File: src/rtl/core/filtered_chunk_hash_index_assert.svh
// ----------------------------------------------------------------------------
// Assertion macros for the filtered chunk hash index block
// Simulation builds get concurrent checks. Synthesis builds get nothing.
// ----------------------------------------------------------------------------
`ifndef FILTERED_CHUNK_HASH_INDEX_ASSERT_SVH
`define FILTERED_CHUNK_HASH_INDEX_ASSERT_SVH

`ifndef SYNTHESIS
// Checks that an implication holds at every rising clock edge outside reset.
`define FCHI_ASSERT_IMPL(label, clk, rst, prop, msg) \
  label: assert property (@(posedge clk) disable iff (rst) prop) else $error(msg);
// Checks that a condition never becomes true outside reset.
`define FCHI_ASSERT_NEVER(label, clk, rst, cond, msg) \
  label: assert property (@(posedge clk) disable iff (rst) !(cond)) else $error(msg);
`else
`define FCHI_ASSERT_IMPL(label, clk, rst, prop, msg)
`define FCHI_ASSERT_NEVER(label, clk, rst, cond, msg)
`endif

`endif

File: src/rtl/core/fchi_pkg.sv
`timescale 1ns / 1ps
// ----------------------------------------------------------------------------
// fchi_pkg
// Shared widths, constants and controller/datapath interface types.
// ----------------------------------------------------------------------------
package fchi_pkg;

  localparam int HashW   = 32;
  localparam int CharW   = 8;
  localparam int SkipW   = 2;
  localparam int DivCntW = $clog2(HashW);

  localparam logic [HashW-1:0] HashBase       = 32'd11;
  localparam logic [HashW-1:0] TableSizeReset = 32'd3000017;
  localparam logic [CharW-1:0] SkipMark       = 8'h3C;
  localparam logic [SkipW-1:0] SkipLen        = 2'd2;
  localparam logic [CharW-1:0] CaseOffset     = 8'h20;

  typedef enum logic [2:0] {
    ST_IDLE = 3'b001,
    ST_DIV  = 3'b010,
    ST_HOLD = 3'b100
  } state_t;

  typedef struct packed {
    logic accept;    // absorb the current input byte
    logic div_step;  // one restoring-division iteration
    logic load_out;  // capture the remainder into the output register
  } cmd_t;

  typedef struct packed {
    logic div_last;  // the current iteration is the final one
  } status_t;

endpackage

File: src/rtl/core/fchi_datapath.sv
`timescale 1ns / 1ps
// ----------------------------------------------------------------------------
// fchi_datapath
// Character filter, Horner hash, size register and bit-serial modulo unit.
// ----------------------------------------------------------------------------
module fchi_datapath (
  input  logic                          clk,
  input  logic                          rst,
  input  logic                          cfg_valid,
  input  logic [fchi_pkg::HashW-1:0]    cfg_data,
  input  logic [fchi_pkg::CharW-1:0]    char_in,
  input  logic                          is_last,
  input  fchi_pkg::cmd_t                cmd,
  output fchi_pkg::status_t             status,
  output logic [fchi_pkg::HashW-1:0]    bucket_index
);
  import fchi_pkg::*;

  logic [HashW-1:0]   table_size;
  logic [HashW-1:0]   running_hash;
  logic [SkipW-1:0]   skip_count;
  logic [HashW-1:0]   dividend;
  logic [HashW-1:0]   rem;
  logic [DivCntW-1:0] bit_cnt;

  logic               is_lower;
  logic               is_digit;
  logic               is_upper;
  logic               keep;
  logic [CharW-1:0]   folded;
  logic [SkipW-1:0]   skip_next;
  logic [HashW-1:0]   hash_next;
  logic [HashW:0]     trial;
  logic               fits;

  always_comb begin
    is_lower  = (char_in >= 8'h61) && (char_in <= 8'h7A);
    is_digit  = (char_in >= 8'h30) && (char_in <= 8'h39);
    is_upper  = (char_in >= 8'h41) && (char_in <= 8'h5A);
    keep      = 1'b0;
    folded    = char_in;
    skip_next = skip_count;
    if (skip_count != '0) begin
      skip_next = skip_count - 1'b1;
    end else if (is_lower || is_digit) begin
      keep = 1'b1;
    end else if (is_upper) begin
      keep   = 1'b1;
      folded = char_in + CaseOffset;
    end else if (char_in == SkipMark) begin
      skip_next = SkipLen;
    end
    hash_next = running_hash;
    if (keep) begin
      hash_next = running_hash * HashBase + {{(HashW-CharW){1'b0}}, folded};
    end
  end

  // Restoring division: bring down one dividend bit and subtract when it fits.
  always_comb begin
    trial = {rem, dividend[HashW-1]};
    fits  = trial >= {1'b0, table_size};
  end

  assign status.div_last = (bit_cnt == DivCntW'(HashW - 1));

  always_ff @(posedge clk) begin
    if (rst) begin
      table_size   <= TableSizeReset;
      running_hash <= '0;
      skip_count   <= '0;
      bit_cnt      <= '0;
    end else begin
      if (cfg_valid) begin
        table_size <= cfg_data;
      end
      if (cmd.accept) begin
        if (is_last) begin
          running_hash <= '0;
          skip_count   <= '0;
          bit_cnt      <= '0;
        end else begin
          running_hash <= hash_next;
          skip_count   <= skip_next;
        end
      end else if (cmd.div_step) begin
        bit_cnt <= bit_cnt + 1'b1;
      end
    end
  end

  always_ff @(posedge clk) begin
    if (cmd.accept && is_last) begin
      dividend <= hash_next;
      rem      <= '0;
    end else if (cmd.div_step) begin
      dividend <= {dividend[HashW-2:0], 1'b0};
      rem      <= fits ? HashW'(trial - {1'b0, table_size}) : trial[HashW-1:0];
    end
    if (cmd.load_out) begin
      bucket_index <= (table_size == '0) ? '0 : rem;
    end
  end

endmodule

File: src/rtl/core/fchi_ctrl.sv
`timescale 1ns / 1ps
// ----------------------------------------------------------------------------
// fchi_ctrl
// Sequencer for byte intake, the modulo iterations and the output slot.
// ----------------------------------------------------------------------------
module fchi_ctrl (
  input  logic                clk,
  input  logic                rst,
  input  logic                in_valid,
  input  logic                is_last,
  input  logic                out_ready,
  input  fchi_pkg::status_t   status,
  output logic                in_ready,
  output logic                out_valid,
  output fchi_pkg::cmd_t      cmd
);
  import fchi_pkg::*;

  state_t state;
  state_t state_next;
  logic   out_valid_next;
  logic   slot_free;

  assign slot_free = !out_valid || out_ready;

  always_comb begin
    state_next     = state;
    cmd            = '0;
    in_ready       = 1'b0;
    out_valid_next = out_valid && !out_ready;
    unique case (state)
      ST_IDLE: begin
        in_ready = 1'b1;
        if (in_valid) begin
          cmd.accept = 1'b1;
          if (is_last) begin
            state_next = ST_DIV;
          end
        end
      end
      ST_DIV: begin
        cmd.div_step = 1'b1;
        if (status.div_last) begin
          state_next = ST_HOLD;
        end
      end
      ST_HOLD: begin
        // The finished remainder waits here until the output slot opens.
        if (slot_free) begin
          cmd.load_out   = 1'b1;
          out_valid_next = 1'b1;
          state_next     = ST_IDLE;
        end
      end
      default: begin
        state_next = ST_IDLE;
      end
    endcase
  end

  always_ff @(posedge clk) begin
    if (rst) begin
      state     <= ST_IDLE;
      out_valid <= 1'b0;
    end else begin
      state     <= state_next;
      out_valid <= out_valid_next;
    end
  end

endmodule

File: src/rtl/core/filtered_chunk_hash_index.sv
`timescale 1ns / 1ps
// ----------------------------------------------------------------------------
// filtered_chunk_hash_index
// Filters a byte stream, hashes kept bytes base 11 and emits hash mod size.
// ----------------------------------------------------------------------------
//  Channel   Direction  Signals                       Transfer
//  in        sink       in_valid/in_ready             char_in, is_last
//  out       source     out_valid/out_ready           bucket_index
//  cfg       sink       cfg_valid/cfg_ready           cfg_data (table_size)
//
//  For a last byte, the remainder comes from a restoring divider that
//  resolves one quotient bit per cycle, then is loaded into the output
//  register. Input is taken again while that result waits.
//  Reset clears the hash, the skip counter and the output slot, and sets
//  table_size to 3000017. A stalled output holds the controller in its final
//  state until the slot frees up.
// ----------------------------------------------------------------------------
`include "filtered_chunk_hash_index_assert.svh"

module filtered_chunk_hash_index (
  input  logic                        clk,
  input  logic                        rst,
  input  logic                        in_valid,
  output logic                        in_ready,
  input  logic [fchi_pkg::CharW-1:0]  char_in,
  input  logic                        is_last,
  output logic                        out_valid,
  input  logic                        out_ready,
  output logic [fchi_pkg::HashW-1:0]  bucket_index,
  input  logic                        cfg_valid,
  output logic                        cfg_ready,
  input  logic [fchi_pkg::HashW-1:0]  cfg_data
);
  import fchi_pkg::*;

  cmd_t    cmd;
  status_t status;

  assign cfg_ready = 1'b1;

  fchi_ctrl u_ctrl (
    .clk       (clk),
    .rst       (rst),
    .in_valid  (in_valid),
    .is_last   (is_last),
    .out_ready (out_ready),
    .status    (status),
    .in_ready  (in_ready),
    .out_valid (out_valid),
    .cmd       (cmd)
  );

  fchi_datapath u_datapath (
    .clk          (clk),
    .rst          (rst),
    .cfg_valid    (cfg_valid),
    .cfg_data     (cfg_data),
    .char_in      (char_in),
    .is_last      (is_last),
    .cmd          (cmd),
    .status       (status),
    .bucket_index (bucket_index)
  );

  // A last byte starts the modulo unit, so intake must pause right after it.
  `FCHI_ASSERT_IMPL(a_last_pauses_intake, clk, rst, in_valid && in_ready && is_last |=> !in_ready, "intake not paused after last byte")
  // A new result only appears after the divider has held off intake.
  `FCHI_ASSERT_IMPL(a_result_follows_div, clk, rst, $rose(out_valid) |-> $past(!in_ready), "result appeared without a division")
  // Commands to the datapath never overlap.
  `FCHI_ASSERT_NEVER(a_cmd_overlap, clk, rst, !$onehot0(cmd), "datapath commands overlap")

endmodule
File: config.mk
export PLATFORM = sky130hd
export DESIGN_NAME = filtered_chunk_hash_index
export DESIGN_NICKNAME = d
export VERILOG_FILES = /design/src/rtl/core/fchi_pkg.sv /design/src/rtl/core/fchi_datapath.sv /design/src/rtl/core/fchi_ctrl.sv /design/src/rtl/core/filtered_chunk_hash_index.sv
export VERILOG_INCLUDE_DIRS = /design/src /design/src/rtl/core
export SDC_FILE = /design/constraint.sdc
export NUM_CORES = 1
export LEC_CHECK = 0
export BUFFER_PORTS_ARGS = -buffer_cell sky130_fd_sc_hd__buf_2
export CAP_MARGIN = 10
export CORE_MARGIN = 2
export CORE_UTILIZATION = 30
export CTS_CLUSTER_DIAMETER = 200
export DETAILED_ROUTE_END_ITERATION = 6
export SYNTH_ARGS = -nofsm -noshare
export SYNTH_HDL_FRONTEND = slang
export SYNTH_SLANG_ARGS = --single-unit
File: constraint.sdc
create_clock -name clk -period 4.5 [get_ports clk]
set_input_delay 0.225 -clock clk [delete_from_list [all_inputs] [get_ports clk]]
set_output_delay 0.225 -clock clk [all_outputs]
set_load 0.02 [all_outputs]
==> results of run 1 <==
## flip-flops by register name, summed over array words and instances (netlist names)
register,count
u_datapath.rem,32
u_datapath.bucket_index,32
u_datapath.bit_cnt,5
u_datapath.skip_count,2
u_ctrl.out_valid,1
u_datapath.dividend,32
u_datapath.running_hash,32
u_datapath.table_size,32
u_ctrl.state,3
## logic make-up (layout without fill, tap and decap cells)
kind of cell             count (synthesis)  count (layout)  share of synthesized area, %
AO/OA/AOI/OAI                          321             321                         16.70
XOR/XNOR                                61              61                         4.300
adder cells (fa/ha/maj)                159             159                         18.13
buffers and inverters                  251             321                         7.834
flip-flops                             171             171                         32.71
multiplexers                            68              68                         5.488
other                                    1               1                       0.03018
AND/OR/NAND/NOR                        385             385                         14.82
## synth_stat cells, types with 18 or more instances
master	number	area, um2
inv_1	195	732.0
ha_1	124	1551
nand2_1	115	431.7
dfxtp_1	107	2142
nor2_1	99	371.6
a21oi_1	82	410.4
mux2i_1	67	670.6
edfxtp_1	64	1922
o21ai_0	50	250.2
clkbuf_1	43	161.4
nor2b_1	40	250.2
fa_1	35	700.7
o21ai_1	35	175.2
xnor2_1	35	306.5
a21o_1	31	232.7
xor2_1	26	227.7
nand3_1	25	125.1
nor3_1	25	125.1
nor4_1	18	112.6
## area by class of cell
type,instances,area (um2),share of cell area [%]
clock buffers,18,429.2,3.055
flip-flops and latches,171,4064,28.93
inverters,196,735.7,5.237
well taps,532,665.6,4.739
clock inverters,14,198.9,1.416
multi-input cells,995,7438,52.95
repair buffers,93,515.5,3.670
## through the flow
stage               hold WS (ps)  std cells
floorplan                  353.9       1417
detailed placement         451.1       1986
global placement           439.2       1986
CTS                        1.635       2019
finish                     18.79       2019
global route               23.46       2019
## routing by layer
layer | vias to the layer above | track usage (%) | wire [um]
li1 | 5020 | - | -
met1 | 4752 | 20.12 | 15290
met2 | 225 | 23.02 | 13790
met3 | 26 | 2.481 | 1443
met4 | 0 | 3.300 | 318
met5 | - | 0 | 0
## where the power goes
group / internal, mW / switching (mW) / total, mW
clock: 0.899 / 0.694 / 1.59
combinational: 0.319 / 0.489 / 0.809
sequential: 1.69 / 0.0510 / 1.74
total: 2.91 / 1.23 / 4.14
## critical path, cell delays in order, from the launching register on
cell      delay, ps
dfxtp_1         360
ha_1            290
inv_1            50
fa_1            490
inv_1            70
fa_1            590
ha_4            230
a21o_1          180
or3_1           320
o21ba_1         240
o211ai_2        200
a211oi_1        140
or4_1           460
and4_1          200
o21ai_1         120
a31oi_1          80
## how the worst max path moves through the flow
stage | start | to | slack [ps] | cells after the start
after floorplan | u_datapath.running_hash[3] | u_datapath.dividend[31] | 460 | 15
after global placement | u_datapath.running_hash[3] | u_datapath.dividend[31] | 210 | 15
after detailed placement | char_in[3] | u_datapath.dividend[31] | 140 | 16
after CTS | u_datapath.running_hash[3] | u_datapath.dividend[31] | 200 | 15
after global routing | u_datapath.running_hash[3] | u_datapath.dividend[31] | 40 | 15
final | u_datapath.running_hash[3] | u_datapath.dividend[31] | 240 | 15
## what timing repair did
item	CTS	global route
resized for setup	0	2
endpoints found under the setup margin	0	1
hold buffers	1	0
hold endpoints to repair	1	0
==> results_dict.tcl, run 1 <==
set metrics [dict create \
    most-common-layout-cells "195 x inv_1, 123 x ha_1, 114 x nand2_1" \
    worst_ep_required_time_ps 4700 \
    drt_iter0_drc 722 \
    synthFlopType "dfxtp_1" \
    insertion_delay_ps 440 \
    total_power_mw 4.143 \
    route.detailed.drc 0 \
    cts_sinks 171 \
    finish.utilization_pct 34.40 \
    min_path_cells 3 \
    grt_pass1_vias 9831 \
    grt_antenna_before_repair 0 \
    start_kind "register" \
    die_h_um 207.5 \
    finalHoldViolCount 0 \
    initial_core_util_pct 30.43 \
    antenna_cells 0 \
    power.density_nw_per_um2 294.9 \
    synth_cells 1417 \
    min_period_over_period_pct 94.61 \
    rsz0062_at_grt "no" \
    core_um2 40830 \
    drtAntennaViolNets 0 \
    p_leak_nw 6.630 \
    clock_path_buffers 2 \
    ys_seq_area_share_pct 32.71 \
    finalSetupViolCount 0 \
    mostFrequentLayoutCell "inv_1" \
    wl_per_cell_um 15.28 \
    io_pins 81 \
    r2r-start "u_datapath.running_hash[3]" \
    drv_slew 0 \
    place_area_um2 13400 \
    status "finished, final reports clean" \
    synthesis.nets 1622 \
    ir_drop_uv 270.1 \
    synth_area_um2 12430 \
    ff2ff_setup_slack_ps 240 \
    reg2regPathDepth 15 \
    period_minus_slack_ps 4257 \
    fmax_ghz 0.2349 \
    die_area_um2 43060 \
    final_nets 1679 \
    async_reset_ff_share_pct 0 \
    setup_slack_ps 242.8 \
    worst_slew_pin_slew_ps 1077 \
    post_synth.cell_area_avg_um2 8.769 \
    cp-end-kind "register" \
    arrival_ps 4450 \
    final_area_um2 14050 \
    fin_setup_tns_ps 0 \
    globalRoute.totalOverflow 0 \
    yosysWarnings 0 \
    dp_hpwl_mm 23.50 \
    drive_gt1_share_pct 9.684 \
    rr_endpoint "u_datapath.dividend[31]" \
    grt_pass1_wl_mm 50.87 \
    hold-path-endpoint "u_datapath.table_size[14]" \
    timing.slew.headroom_pct 28.21 \
    via_per_inst 4.964 \
    holdCritStartpoint "cfg_data[14]" \
    grt_max_degree 60 \
    fin_skew_ps 13.60 \
    cts_post_setup_buffers_inserted 0 \
    die_w_um 207.5 \
    drt_wl_total_mm 30.85 \
    cts.root.buffer_cell "clkbuf_16" \
    synth_cell_type_count 74 \
    clkTransAtPathRegs_ps 80 \
    hp-class "input port to register" \
    n_fill_cell 4207 \
    cts-buffers-inserted 17 \
    synthToLayoutAreaGrowth_pct 13.05 \
    path_max_fanout 5 \
    grt_usage_pct 14.36 \
    critPathKind "register to register" \
    cts_tree "yes" \
    maxCapViolations 0 \
    drt_first_pass_iters 5 \
    synth_edf_count 64 \
    rows 74 \
    io_buffers 79 \
    via_count 10020 \
    htreeDepth 4 \
    ys_seq_elements 171 \
    gp_congestion 0.8720 \
    pre_cts_ws_ps 136.1 \
]
Power figures use the tool's default switching activity.
==> run 2, diff against run 1 <==
SYNTH_HIERARCHICAL = 1   (was not set)
==> run 2 against run 1 <==
Fmax fell by 0.64%. Power rose by 33%. Critical endpoint is now u_datapath/running_hash[31]. Cell area rose by 1.7%. Sequential share of layout area fell by 0.48 points. Synthesized cell count fell by 0.14%. Utilization rose by 0.66 points.
==> results_dict.tcl, run 2 <==
set metrics [dict create \
    status "finished, final reports clean" \
    cts_sinks 171 \
    core_um2 40740 \
    ir_drop_uv 224.1 \
    ys_seq_area_share_pct 32.84 \
    gp_congestion 0.8682 \
    most-common-layout-cells "199 x inv_1, 124 x ha_1, 114 x nor2_1" \
    maxCapViolations 0 \
    die_area_um2 42890 \
    synth_area_um2 12370 \
    synthFlopType "dfxtp_1" \
    pre_cts_ws_ps -102.2 \
    via_per_inst 4.936 \
    cts-buffers-inserted 17 \
    io_pins 81 \
    drtAntennaViolNets 0 \
    synth_cells 1415 \
    cp_slowest_cell "fa_1" \
    setup_slack_ps 215.4 \
    hp-class "input port to register" \
    rsz0062_at_grt "no" \
    route.detailed.drc 0 \
    max_stage_delay_ps 500 \
    drt_first_pass_iters 5 \
    worst_slew_pin_slew_ps 1168 \
    grt_usage_pct 14.63 \
    yosysTopAreaCell "dfxtp_1" \
    path_max_fanout 4 \
    antenna_cells 0 \
    synthToLayoutAreaGrowth_pct 15.45 \
    synth_top_cells_by_area "dfxtp_1 17%, edfxtp_1 16%, ha_1 13%" \
    drive_gt1_share_pct 12.00 \
    synth_cell_type_count 86 \
    globalRoute.totalOverflow 0 \
    grt_max_degree 45 \
    drt_wl_total_mm 31.12 \
    synth_edf_count 64 \
    n_fill_cell 4229 \
    finalHoldViolCount 0 \
    ys_seq_elements 171 \
    cp-end-kind "register" \
    die_w_um 207.1 \
    period_minus_slack_ps 4285 \
    final_nets 1718 \
    cts.root.buffer_cell "clkbuf_16" \
    finalSetupViolCount 0 \
    register_area_um2 4065 \
    async_reset_ff_share_pct 0 \
    clock_path_buffers 2 \
    insertion_delay_ps 460 \
    die_h_um 207.1 \
    worst_ep_required_time_ps 4860 \
    grt_pass1_wl_mm 51.48 \
    htreeDepth 4 \
    power.density_nw_per_um2 387.0 \
    cts_tree "yes" \
    synth_top_area_share_pct 17.31 \
    rows 74 \
    post_synth.cell_area_avg_um2 8.745 \
    wl_per_cell_um 15.13 \
    grt_pass1_vias 10340 \
    mostFrequentLayoutCell "inv_1" \
    arrival_ps 4650 \
    initial_core_util_pct 30.37 \
    synthesis.nets 1621 \
    start_kind "register" \
    via_count 10150 \
    clkTransAtPathRegs_ps 70 \
    synth_common_cells "199 x inv_1, 125 x ha_1, 115 x nor2_1" \
    io_buffers 79 \
    drt_iter0_drc 517 \
    p_leak_nw 6.551 \
    critPathKind "register to register" \
    yosysWarnings 6 \
    final_area_um2 14290 \
    timing.slew.headroom_pct 21.63 \
    multi_input_area_um2 7337 \
    synth_most_common_cell "inv_1" \
    min_period_over_period_pct 95.21 \
    drv_slew 0 \
    fmax_ghz 0.2334 \
    place_area_um2 13500 \
    path_cells "buf_4, ha_1, inv_1, fa_1, inv_1, fa_1, ha_1, o211ai_1, a21o_1, a31oi_4, a32oi_2, a31o_1, o211ai_2, nor4_1, or3_4, or4_1, o311ai_1" \
    fin_skew_ps 13.70 \
    dp_hpwl_mm 23.50 \
    grt_antenna_before_repair 0 \
]
[run 2: changes by cell type in the layout (fill, tap and decap cells not counted), moves of 12 or more]
cell	previous run	this run
nor2_1	96	114
dlygate4sd3_1	1	15
mux2i_1	67	47
nand2_1	114	101
a21oi_1	82	104
buf_4	12	41
nor3_1	25	12
a31oi_1	7	19
nand3_1	25	11
o21ai_1	35	13
o21ai_0	50	71
[run 2: metrics by stage]
stage | util [%] | cells | hold slack, ps | total power [mW] | setup TNS [ps]
floorplan | - | 1415 | 294.1 | 3.557 | 0
global placement | 33.15 | 2009 | 453.6 | 3.950 | 0
detailed placement | 33.15 | 2009 | 457.2 | 3.976 | -137.9
CTS | 35.01 | 2056 | 3.776 | 5.563 | 0
global route | 35.07 | 2057 | 14.35 | 5.886 | 0
finish | 35.07 | 2057 | 19.45 | 5.529 | 0
[run 2: path summary, 6_finish.rpt]
path,end,start,cells after the start,slack [ps]
min,u_datapath/table_size[30],cfg_data[30],3,20
min reg2reg,u_datapath/bit_cnt[3],u_datapath/bit_cnt[3],2,490
max reg2reg,u_datapath/running_hash[31],u_datapath/running_hash[3],17,220
max,u_datapath/running_hash[31],u_datapath/running_hash[3],17,220
[run 2: what timing repair did]
action / 4_1_cts / 5_1_grt
buffers inserted: 0 / 1
hold buffers: 15 / 0
gates resized for setup: 0 / 5
endpoints found under the hold margin: 15 / 0
endpoints found under the setup margin: 0 / 4
[run 2: layout make-up]
cell class	count	share of cell area, %
clock inverters	14	1.270
clock buffers	18	3.004
flip-flops and latches	171	28.46
well taps	532	4.659
inverters	201	5.281
multi-input cells	986	51.36
repair buffers	135	5.973
[run 2: cell families after synthesis]
family / Yosys count / synth area share [%]
DFF: 171 / 32.84
and+or+nand+nor: 365 / 14.36
AOI/OAI and AO/OA: 357 / 18.54
buffers and inverters: 258 / 8.089
xor gates and xnor gates: 54 / 3.822
other: 1 / 0.03030
muxes: 49 / 4.014
adders and majority gates: 160 / 18.30
[run 2: routing by layer]
layer  track usage (%)  part of all wire (%)
met5                 0                     0
met2             26.20                    49
met4             3.670                   1.5
met1             17.83                    46
met3             2.987                   3.4
[run 2: power breakdown]
part / internal (mW) / switching [mW] / leakage (nW) / total (mW)
sequential: 1.80 / 0.139 / 1.47 / 1.94
clock: 0.843 / 0.715 / 0.288 / 1.56
combinational: 0.862 / 1.17 / 4.80 / 2.03
total: 3.51 / 2.02 / 6.55 / 5.53
[run 2: critical path, delay by kind of cell, from the launching register on]
family / cells / cell delay [ps]
adder cells (fa/ha/maj): 4 / 1590
AO/OA/AOI/OAI: 7 / 1100
AND/OR/NAND/NOR: 3 / 920
flip-flops: 1 / 320
buffers and inverters: 3 / 260
==> run 3, diff against run 2 <==
CORE_UTILIZATION = 55   (was 30)
PLACE_DENSITY = 0.73   (was not set)
RECOVER_POWER = 100   (was not set)
clock period = 4.3 ns   (was 4.5 ns; I/O delays follow)
==> run 3 against run 2 <==
The flow now finishes with violations (DRC, capacitance limit, slew limit). First-iteration DRC count decreased by 10%. Utilization grew 29 points. Critical endpoint unchanged. Critical path depth down 1. Power is 2.8% higher. Fmax rose by 1.2%. Cell area down 2.2%. Setup slack got worse by 150 ps. Combinational power grew 5%. Largest power group unchanged. Clock power shrank 3%. Die area is 45% lower. Non-clock buffer count is 3 higher.
==> results_dict.tcl, run 3 (synthesis gave the netlist of run 2 again) <==
set metrics [dict create \
    io_buffers 79 \
    reg2regPathDepth 16 \
    grt_antenna_before_repair 0 \
    hp-class "input port to register" \
    path_max_fanout 5 \
    finalHoldViolCount 0 \
    antenna_cells 0 \
    cts_hold_buf 0 \
    drt_wl_total_mm 29.51 \
    gp_congestion 0.8803 \
    min_period_over_period_pct 98.47 \
    timing.slew.headroom_pct -58.41 \
    wl_per_cell_um 16.32 \
    fin_setup_tns_ps 0 \
    cts_sinks 171 \
    io_pins 81 \
    rows 54 \
    die_h_um 154.0 \
    drt_iter0_drc 464 \
    power.density_nw_per_um2 406.6 \
    dp_hpwl_mm 21.78 \
    insertion_delay_ps 430 \
    cts.root.buffer_cell "clkbuf_16" \
    drive_gt1_share_pct 11.26 \
    min_path_cells 3 \
    rsz0062_at_grt "yes" \
    maxCapViolations 3 \
    start_kind "register" \
    n_fill_cell 1873 \
    ir_drop_uv 358.7 \
    fin_skew_ps 13.78 \
    cts-buffers-inserted 17 \
    grt_usage_pct 25.02 \
    core_um2 21960 \
    place_area_um2 13270 \
    grt_pass1_wl_mm 48.49 \
    synthToLayoutAreaGrowth_pct 12.94 \
    drtAntennaViolNets 0 \
    critPathKind "register to register" \
    status "complete, but fails checks" \
    initial_core_util_pct 56.35 \
    clkTransAtPathRegs_ps 70 \
    via_per_inst 5.712 \
    p_leak_nw 6.468 \
    worst_slew_pin_slew_ps 2376 \
    arrival_ps 4570 \
    cts_tree "yes" \
    finish.utilization_pct 63.65 \
    htreeDepth 4 \
    drv_slew 114 \
    via_count 10330 \
    die_w_um 154.0 \
    cp-end-kind "register" \
    period_minus_slack_ps 4234 \
    final_area_um2 13980 \
    most-common-layout-cells "197 x inv_1, 119 x ha_1, 114 x nor2_1" \
    die_area_um2 23710 \
    finalSetupViolCount 0 \
    violations "DRC, capacitance limit, slew limit" \
    clock_path_buffers 2 \
    final_nets 1721 \
    globalRoute.totalOverflow 0 \
    mostFrequentLayoutCell "inv_1" \
    grt_max_degree 56 \
    grt_pass1_vias 10160 \
    route.detailed.drc 1 \
    fmax_ghz 0.2362 \
    worst_ep_required_time_ps 4640 \
    drt_first_pass_iters 6 \
]
-- run 3: changes by cell type in the layout (fill, tap and decap cells not counted), sizes merged --
cell	delta
clkinvlp	-2
dlygate4sd3	-15
clkbuf	+40
buf	-22
clkinv	+3
bufinv	-2
inv	+1
-- run 3: per-stage QoR --
| stage | hold slack [ps] | power [mW] | worst slack (ps) | std cells |
|---|---|---|---|---|
| 2_1_floorplan | 284.1 | 3.723 | 49.17 | 1415 |
| 3_3_place_gp | 447.0 | 4.140 | -122.6 | 1766 |
| 3_5_place_dp | 453.9 | 4.178 | -301.9 | 1766 |
| 4_1_cts | 2.125 | 5.702 | 3.288 | 1803 |
| 5_1_grt | 14.04 | 6.019 | -97.01 | 1808 |
| 6_report | 14.01 | 5.683 | 65.81 | 1808 |
-- run 3: what timing repair did --
item                       4_1_cts  5_1_grt
pin swaps                       11       26
setup buffers                    5        5
setup endpoints to repair        2       15
gates resized for setup          9       21
-- run 3: final timing paths --
| check | startpoint | slack (ps) | end |
|---|---|---|---|
| setup / recovery | u_datapath/running_hash[9] | 70 | u_datapath/running_hash[31] |
| hold / removal | cfg_data[9] | 10 | u_datapath/table_size[9] |
| setup reg to reg | u_datapath/running_hash[9] | 70 | u_datapath/running_hash[31] |
| hold reg to reg | u_datapath/bit_cnt[3] | 490 | u_datapath/bit_cnt[3] |
-- run 3: layout make-up --
cell class,instances,area (um2),area share [%]
multi-input combinational,986,7423,53.12
sequential,171,4074,29.15
timing repair buffer,138,793.3,5.676
inverter,201,754.5,5.398
clock buffer,18,429.2,3.071
tap,280,350.3,2.507
clock inverter,14,151.4,1.083
-- run 3: where the power goes --
group | switching (mW) | internal (mW) | total [mW] | leakage [nW]
clock | 0.733 | 0.777 | 1.51 | 0.281
sequential | 0.143 | 1.89 | 2.03 | 1.47
combinational | 1.22 | 0.923 | 2.14 | 4.72
total | 2.10 | 3.59 | 5.68 | 6.47
-- run 3: critical path, stage by stage, from the launching register on --
cell and delay [ps]:
dfxtp_1 360, ha_1 290, inv_1 50, fa_1 500, inv_1 40, ha_1 290, ha_1 370, a21oi_1 200
o21ai_1 110, a221o_1 340, nand2_1 130, a31o_1 210, o211ai_2 120, a32o_1 230, or3_4 380, or4_4 440
o311ai_4 80
-- run 3: routing by layer --
layer,GRT usage [%],routed length [um],vias to the layer above
met4,9.123,752,0
met1,30.78,12830,4908
met5,0,0,-
li1,-,-,5103
met3,3.241,1195,62
met2,44.89,14730,255
